===== src/design/mrop_pkg.sv =====
// Package for the maximum row overlap pair finder.
// Holds the sequencer state type, field widths and the popcount function.
// Depends on nothing; the pair finder unit and the checker import it.
package mrop_pkg;

  localparam int unsigned ROW_W = 32;
  localparam int unsigned IDX_W = 5;
  localparam int unsigned CNT_W = 6;

  typedef enum logic [2:0] {
    S_LOAD,
    S_START,
    S_RDI,
    S_LATI,
    S_PAIR,
    S_OUT
  } state_e;

  // Number of ones in one row word.
  function automatic logic [CNT_W-1:0] ones_in(input logic [ROW_W-1:0] v);
    logic [CNT_W-1:0] n;
    n = '0;
    for (int k = 0; k < ROW_W; k++) begin
      n = n + CNT_W'(v[k]);
    end
    return n;
  endfunction

endpackage


===== src/design/mrop_ram.sv =====
// Generic single-port-write, single-port-read RAM with registered read data.
// Used for the row store of the pair finder; needs no package.
module mrop_ram #(
  parameter int unsigned WIDTH = 32,
  parameter int unsigned DEPTH = 32
) (
  input  logic                     clk_i,
  input  logic                     we_i,
  input  logic [$clog2(DEPTH)-1:0] waddr_i,
  input  logic [WIDTH-1:0]         wdata_i,
  input  logic                     re_i,
  input  logic [$clog2(DEPTH)-1:0] raddr_i,
  output logic [WIDTH-1:0]         rdata_o
);

  logic [WIDTH-1:0] mem_q [DEPTH];
  logic [WIDTH-1:0] rdata_q;

  always_ff @(posedge clk_i) begin
    if (we_i) begin
      mem_q[waddr_i] <= wdata_i;
    end
    if (re_i) begin
      rdata_q <= mem_q[raddr_i];
    end
  end

  assign rdata_o = rdata_q;

endmodule


===== src/design/max_row_overlap_pair_finder_unit.sv =====
// Maximum row overlap pair finder: loads a square bit matrix one row per beat
// and reports the row pair with the most shared one columns.
// Throughput: a row that is not the last is taken every cycle. After the last
// row the input stalls while the unit scans every row pair; each new first
// row is read and latched, then one pair is checked per cycle.
// Reset (rst_ni low, asynchronous) empties the matrix and drops any result.
module max_row_overlap_pair_finder_unit #(
  parameter int unsigned MAX_N = 32
) (
  input  logic                        clk_i,
  input  logic                        rst_ni,
  input  logic                        in_valid_i,
  output logic                        in_stall_o,
  input  logic [mrop_pkg::ROW_W-1:0]  row_bits_i,
  input  logic                        last_row_i,
  output logic                        out_valid_o,
  input  logic                        out_stall_i,
  output logic                        found_o,
  output logic [mrop_pkg::IDX_W-1:0]  heavier_row_o,
  output logic [mrop_pkg::IDX_W-1:0]  lighter_row_o,
  output logic [mrop_pkg::CNT_W-1:0]  overlap_count_o,
  output logic [mrop_pkg::ROW_W-1:0]  common_mask_o
);

  import mrop_pkg::*;

  // Row counts run from 0 to MAX_N; store addresses from 0 to MAX_N-1.
  localparam int unsigned CW = $clog2(MAX_N + 1);
  localparam int unsigned AW = $clog2(MAX_N);

  state_e state_q, state_d;

  logic [CW-1:0]    rows_q, rows_d;
  logic [CW-1:0]    i_q, i_d;
  logic [CW-1:0]    j_q, j_d;
  logic [ROW_W-1:0] ri_q, ri_d;
  logic [CNT_W-1:0] wi_q, wi_d;
  logic [CNT_W-1:0] best_count_q, best_count_d;
  logic [CW-1:0]    best_hi_q, best_hi_d;
  logic [CW-1:0]    best_lo_q, best_lo_d;
  logic [ROW_W-1:0] best_mask_q, best_mask_d;

  logic             out_valid_q, out_valid_d;
  logic             found_q;
  logic [IDX_W-1:0] heavier_q, lighter_q;
  logic [CNT_W-1:0] count_q;
  logic [ROW_W-1:0] mask_q;

  logic             in_acc;
  logic             out_free;
  logic             emit;
  logic             ram_we;
  logic             ram_re;
  logic [AW-1:0]    ram_raddr;
  logic [ROW_W-1:0] ram_rdata;

  logic [6:0]       n_ext;
  logic [ROW_W-1:0] col_mask;
  logic [ROW_W-1:0] rj_masked;
  logic [ROW_W-1:0] common;
  logic [ROW_W-1:0] pc_a_in;
  logic [CNT_W-1:0] pc_a;
  logic [CNT_W-1:0] pc_common;
  logic [CW-1:0]    j_next;
  logic             j_more;
  logic             i_more;

  assign in_stall_o = (state_q != S_LOAD);
  assign in_acc     = in_valid_i && !in_stall_o;
  assign out_free   = !out_valid_q || !out_stall_i;

  // Rows beyond the store depth are dropped; only the count saturates.
  assign ram_we = in_acc && (rows_q < CW'(MAX_N));

  mrop_ram #(
    .WIDTH (ROW_W),
    .DEPTH (MAX_N)
  ) u_row_store (
    .clk_i   (clk_i),
    .we_i    (ram_we),
    .waddr_i (rows_q[AW-1:0]),
    .wdata_i (row_bits_i),
    .re_i    (ram_re),
    .raddr_i (ram_raddr),
    .rdata_o (ram_rdata)
  );

  // Only columns below the row count exist, so the matrix stays square.
  assign n_ext    = 7'(rows_q);
  assign col_mask = (n_ext >= 7'd32) ? '1 : ((32'd1 << n_ext) - 32'd1);

  // The shared count unit: one word weight and one overlap count per cycle.
  // While a first row arrives it weighs that row; during pair checks it weighs
  // the second row and counts the common columns.
  assign rj_masked = ram_rdata & col_mask;
  assign common    = ri_q & rj_masked;
  assign pc_a_in   = (state_q == S_LATI) ? rj_masked : rj_masked;
  assign pc_a      = ones_in(pc_a_in);
  assign pc_common = ones_in(common);

  assign j_next = j_q + CW'(1);
  assign j_more = j_next < rows_q;
  assign i_more = ((CW + 1)'(i_q) + (CW + 1)'(2)) < (CW + 1)'(rows_q);

  // Next state.
  always_comb begin
    state_d = state_q;
    unique case (state_q)
      S_LOAD: begin
        if (in_acc && last_row_i) begin
          state_d = S_START;
        end
      end
      S_START: begin
        state_d = (rows_q < CW'(2)) ? S_OUT : S_RDI;
      end
      S_RDI: begin
        state_d = S_LATI;
      end
      S_LATI: begin
        state_d = S_PAIR;
      end
      S_PAIR: begin
        if (!j_more) begin
          state_d = i_more ? S_RDI : S_OUT;
        end
      end
      S_OUT: begin
        if (out_free) begin
          state_d = S_LOAD;
        end
      end
      default: begin
        state_d = S_LOAD;
      end
    endcase
  end

  // Datapath control and best-pair tracking.
  always_comb begin
    rows_d       = rows_q;
    i_d          = i_q;
    j_d          = j_q;
    ri_d         = ri_q;
    wi_d         = wi_q;
    best_count_d = best_count_q;
    best_hi_d    = best_hi_q;
    best_lo_d    = best_lo_q;
    best_mask_d  = best_mask_q;
    ram_re       = 1'b0;
    ram_raddr    = i_q[AW-1:0];
    emit         = 1'b0;
    unique case (state_q)
      S_LOAD: begin
        if (ram_we) begin
          rows_d = rows_q + CW'(1);
        end
      end
      S_START: begin
        i_d          = '0;
        best_count_d = '0;
        best_hi_d    = '0;
        best_lo_d    = '0;
        best_mask_d  = '0;
      end
      S_RDI: begin
        ram_re    = 1'b1;
        ram_raddr = i_q[AW-1:0];
        j_d       = i_q + CW'(1);
      end
      S_LATI: begin
        // Row i arrives; keep it with its weight and fetch the first partner.
        ri_d      = rj_masked;
        wi_d      = pc_a;
        ram_re    = 1'b1;
        ram_raddr = j_q[AW-1:0];
      end
      S_PAIR: begin
        // Row j_q arrives. A strictly larger overlap replaces the best pair.
        if (pc_common > best_count_q) begin
          best_count_d = pc_common;
          best_mask_d  = common;
          if (wi_q < pc_a) begin
            best_hi_d = j_q;
            best_lo_d = i_q;
          end else begin
            best_hi_d = i_q;
            best_lo_d = j_q;
          end
        end
        if (j_more) begin
          ram_re    = 1'b1;
          ram_raddr = j_next[AW-1:0];
          j_d       = j_next;
        end else begin
          i_d = i_q + CW'(1);
        end
      end
      S_OUT: begin
        if (out_free) begin
          emit   = 1'b1;
          rows_d = '0;
        end
      end
      default: begin
        emit = 1'b0;
      end
    endcase
  end

  always_comb begin
    out_valid_d = out_valid_q;
    if (out_valid_q && !out_stall_i) begin
      out_valid_d = 1'b0;
    end
    if (emit) begin
      out_valid_d = 1'b1;
    end
  end

  always_ff @(posedge clk_i or negedge rst_ni) begin
    if (!rst_ni) begin
      state_q     <= S_LOAD;
      rows_q      <= '0;
      out_valid_q <= 1'b0;
    end else begin
      state_q     <= state_d;
      rows_q      <= rows_d;
      out_valid_q <= out_valid_d;
    end
  end

  // Payload registers carry no reset; the best pair is cleared at each scan.
  always_ff @(posedge clk_i) begin
    i_q          <= i_d;
    j_q          <= j_d;
    ri_q         <= ri_d;
    wi_q         <= wi_d;
    best_count_q <= best_count_d;
    best_hi_q    <= best_hi_d;
    best_lo_q    <= best_lo_d;
    best_mask_q  <= best_mask_d;
    if (emit) begin
      found_q   <= (best_count_q != '0);
      heavier_q <= IDX_W'(best_hi_q);
      lighter_q <= IDX_W'(best_lo_q);
      count_q   <= best_count_q;
      mask_q    <= best_mask_q;
    end
  end

  assign out_valid_o     = out_valid_q;
  assign found_o         = found_q;
  assign heavier_row_o   = heavier_q;
  assign lighter_row_o   = lighter_q;
  assign overlap_count_o = count_q;
  assign common_mask_o   = mask_q;

endmodule


===== config.mk =====
export PLATFORM = sky130hd
export DESIGN_NAME = max_row_overlap_pair_finder_unit
export DESIGN_NICKNAME = d
export VERILOG_FILES = /design/src/design/mrop_pkg.sv /design/src/design/mrop_ram.sv /design/src/design/max_row_overlap_pair_finder_unit.sv
export SDC_FILE = /design/constraint.sdc
export NUM_CORES = 2
export LEC_CHECK = 0
export ABC_CLOCK_PERIOD_IN_PS = 23800
export BUFFER_PORTS_ARGS = -buffer_cell sky130_fd_sc_hd__buf_2
export CORE_AREA = 2 2 306 308
export DETAILED_ROUTE_END_ITERATION = 8
export DIE_AREA = 0 0 308 310
export GPL_ROUTABILITY_DRIVEN = 1
export GPL_TIMING_DRIVEN = 0
export PLACE_DENSITY = 0.77
export SLEW_MARGIN = 20
export SYNTH_ARGS = -nofsm -noshare
export SYNTH_HDL_FRONTEND = slang
export SYNTH_SLANG_ARGS = --single-unit

===== constraint.sdc =====
create_clock -name clk_i -period 23.8 [get_ports clk_i]
set_input_delay 2.38 -clock clk_i [delete_from_list [all_inputs] [get_ports clk_i]]
set_output_delay 2.38 -clock clk_i [all_outputs]
set_load 0.1 [all_outputs]

==> reports/results.ini <==
[setup_path]
critPathCaptureType=register
cp_top_family=adder cells
critPathBufInv=7
register_to_register_setup_slack_ns=12.77
slowest_stage_cell_crit_path=sky130_fd_sc_hd__a311oi_2
worst-endpoint-arrival_ns=11.42
worst_path_most_repeated_cell=sky130_fd_sc_hd__fa_1
reg2reg_to=best_lo_q[3]$_SDFFCE_PP0P_
crit-reg2reg-launch=rows_q[2]$_DFFE_PN0P_
setup.worst_path.class=reg -> reg
worst_ep_required_time_ns=24.19
timing.critical_path.fanout_max=10
timing.critical_path.from_type=register
critical-path-max-stage-delay_ns=0.68
worstRegToRegCells=31

[floorplan]
placementRows=112
die_x_um=308
die-area_mm2=0.09548
core_area_mm2=0.09249
fp.dieH_um=310
top_level_ports=88
initial_utilization=0.5446

[drt]
via_count_normalized_by_instance_count=6.576
drt-pass1-iter-count=6
drt_first_iter_violations=5194
remaining_antenna_violation_count_after_routing=0
route.vias.total=33740
route.final.wire_length_mm=149.1
drc_errors=0
post_drt_wl_per_cell_um=29.06

[grt]
global_route.usage.total=0.3074
first_global_vias=32350
global_route.overflow_total=0
antenna_found_initial=10
grt_start_max_net_pins=45
grt_first_pass_wirelength_mm=212.1

[yosys]
synth_top_family_by_area=compound AO/OA/AOI/OAI gates
synthesis.yosys.warnings=0
ys_seq_elements=1213
synth_fa_ha_area_frac=0.03025
synth-edff-count=1203
syn-cell-area_mm2=0.05037
synth_xor_area_frac=0.006085
postSynthAreaPerCell_um2=14.05
synthesis.nets=3716
synthArstFlopShare=0.008244
synth_compound_gate_area_share=0.1324
number_of_distinct_library_cells_after_synthesis=77
yosysSeqAreaShare=0.7221
postSynth.topFlopCell=sky130_fd_sc_hd__edfxtp_1
yosys.area_share.simple=0.07710
synth_cells=3586
synthMuxAreaShare=0.002583

[timing]
fmax_ghz=0.09068
max_slew.worst_pin.slew_ns=1.177
timing.slew.headroom=0.2127
min_period_over_period=0.4633
setup_tns_ns=0
rsz0062_at_grt=false
clock-skew-final_ns=0.08243
timing.final.setup_violations=0
min_period_ns=11.03
final_max_slew_viol_count=0
hold_viol_final=0

[clock_tree]
tritoncts.num_buffers=116
cts_root_buf=sky130_fd_sc_hd__clkbuf_16
tritoncts=yes
cts-hold-fix-buffers=0
post_cts_resized=0
postCtsSetupBuffers=0
tritoncts_num_sinks=1213
h_tree_depth=3
clkTransAtPathRegs_ns=0.06
worst_skew_pair.late_latency_ns=0.74
cts_buffer_depth=3

[finish]
finish.net_count=3966
layout.filler_cells=6576
post_route_cells_drive_above_1_share=0.1374
area_growth_syn_to_layout_pct=13.96

[placed_design]
post-dp-hpwl_mm=100.5
io_buffers=87
routabilityCongestion=0.9296

[run]
max_cap_violations=0

[worst_hold_path]
worstHoldPathType=reg -> reg
worst_hold_path.num_cells=0
min_to=common_mask_o[8]$_DFFE_PP_
min_from=best_mask_q[8]$_SDFFCE_PP0P_

[outcome]
outcome=finished, final reports clean

-- how the worst max path moves through the flow --
stage / from / end / slack (ns) / cells past startpoint
2_1_floorplan: rows_q[2]$_DFFE_PN0P_ / best_count_q[0]$_SDFFCE_PP0P_ / 14.77 / 32
3_3_place_gp: rows_q[2]$_DFFE_PN0P_ / best_mask_q[5]$_SDFFCE_PP0P_ / 12.48 / 31
3_5_place_dp: rows_q[2]$_DFFE_PN0P_ / best_lo_q[2]$_SDFFCE_PP0P_ / 12.83 / 31
4_1_cts: rows_q[2]$_DFFE_PN0P_ / best_lo_q[2]$_SDFFCE_PP0P_ / 12.82 / 31
5_1_grt: rows_q[3]$_DFFE_PN0P_ / best_hi_q[3]$_SDFFCE_PP0P_ / 12.35 / 32
6_report: rows_q[2]$_DFFE_PN0P_ / best_lo_q[3]$_SDFFCE_PP0P_ / 12.77 / 31
-- per-layer routing --
layer / track usage / share of wire / up-vias
met3: 0.07969 / 0.13 / 576
met5: 0.003539 / 0.00082 / -
met1: 0.3867 / 0.35 / 16400
li1: - / - / 14040
met4: 0.1786 / 0.065 / 12
met2: 0.4860 / 0.46 / 2708
-- flip-flops by register name (all words and copies together), names as in the netlist --
signal,count
u_row_store.mem_q,1024
best_mask_q,32
common_mask_o,32
ri_q,32
u_row_store.rdata_o,32
best_count_q,6
i_q,6
j_q,6
overlap_count_o,6
rows_q,6
wi_q,6
best_hi_q,5
best_lo_q,5
heavier_row_o,5
lighter_row_o,5
state_q,3
found_o,1
out_valid_o,1
-- Yosys cell counts (all sizes together) (6+ instances only) --
cell type  number  share of area
a21boi         19         0.0028
a21o           16         0.0024
a21oi         553          0.055
a22o          190          0.033
a22oi         133          0.020
and2           21         0.0026
and3           23         0.0029
buf           174          0.018
clkbuf         61         0.0045
dfrtp          10         0.0050
edfxtp       1203           0.72
fa             48          0.019
ha             45          0.011
inv            85         0.0063
mux2i          13         0.0026
nand2         591          0.044
nand2b         10         0.0013
nand3          25         0.0026
nand4           6        0.00075
nor2           92         0.0071
nor2b          15         0.0019
nor3           17         0.0017
nor4           35         0.0083
o21a           10         0.0015
o21ai          23         0.0023
o22ai          65         0.0081
xnor2          21         0.0037
xor2           14         0.0024
-- area by class of cell --
type                    instances  area [µm²]  area share
clock inverters                67       685.7     0.01194
plain buffers                 235        1160     0.02020
inverters                      87       326.6    0.005688
repair buffers                132        1579     0.02751
multi-input cells            2051       12760      0.2223
flip-flops and latches       1213       36370      0.6336
well taps                    1197        1498     0.02609
diodes                          2       5.005  0.00008718
clock buffers                 146        3015     0.05253
-- worst reg2reg max path: cells and delay by family (launching register included) --
family | cells | cell delay [ns]
adders and majority gates | 10 | 4.51
AOI/OAI and AO/OA | 8 | 2.87
buffers and inverters | 7 | 1.73
and+or+nand+nor | 4 | 0.74
DFF | 1 | 0.47
muxes | 1 | 0.26
xor gates and xnor gates | 1 | 0.17
-- cell usage in the layout, fill, tap and decap left out, types with 11 or more instances in the layout --
| master | instances |
|---|---|
| sky130_fd_sc_hd__nor2_1 | 60 |
| sky130_fd_sc_hd__buf_16 | 33 |
| sky130_fd_sc_hd__xnor2_1 | 21 |
| sky130_fd_sc_hd__edfxtp_1 | 1203 |
| sky130_fd_sc_hd__o21ai_0 | 21 |
| sky130_fd_sc_hd__clkbuf_16 | 116 |
| sky130_fd_sc_hd__fa_1 | 48 |
| sky130_fd_sc_hd__ha_1 | 45 |
| sky130_fd_sc_hd__nor2b_1 | 15 |
| sky130_fd_sc_hd__buf_4 | 21 |
| sky130_fd_sc_hd__a21oi_1 | 551 |
| sky130_fd_sc_hd__xor2_1 | 14 |
| sky130_fd_sc_hd__a21o_1 | 16 |
| sky130_fd_sc_hd__clkbuf_1 | 91 |
| sky130_fd_sc_hd__inv_1 | 85 |
| sky130_fd_sc_hd__mux2i_1 | 13 |
| sky130_fd_sc_hd__a22oi_1 | 133 |
| sky130_fd_sc_hd__a22o_1 | 190 |
| sky130_fd_sc_hd__o22ai_1 | 65 |
| sky130_fd_sc_hd__and2_1 | 21 |
| sky130_fd_sc_hd__clkinv_1 | 24 |
| sky130_fd_sc_hd__nor4_2 | 32 |
| sky130_fd_sc_hd__and3_1 | 21 |
| sky130_fd_sc_hd__nor3_1 | 17 |
| sky130_fd_sc_hd__nand3_1 | 24 |
| sky130_fd_sc_hd__a21boi_0 | 14 |
| sky130_fd_sc_hd__nand2_1 | 590 |
| sky130_fd_sc_hd__clkinv_2 | 21 |
| sky130_fd_sc_hd__buf_2 | 228 |
| sky130_fd_sc_hd__buf_12 | 11 |
| sky130_fd_sc_hd__nor2_4 | 31 |
-- kinds of logic after synthesis --
kind of cell	Yosys count
adders and majority gates	93
AOI/OAI and AO/OA	1049
xor gates and xnor gates	35
DFF	1213
buffers and inverters	322
and+or+nand+nor	861
muxes	13
-- per-stage QoR --
step	setup slack [ns]	utilization	cells	cell area, µm²	hold WS (ns)
3_5_place_dp	12.83	0.5806	4915	53700	0.4045
2_1_floorplan	14.77	-	3586	50370	0.4003
4_1_cts	12.82	0.6206	5128	57400	0.4134
5_1_grt	12.35	0.6206	5128	57400	0.4215
3_3_place_gp	12.48	0.5655	4870	52310	0.4014
6_report	12.77	0.6207	5130	57410	0.4070
Power is not shown: default switching activity piles up to over one toggle a cycle in this logic, so the estimate is an artifact.
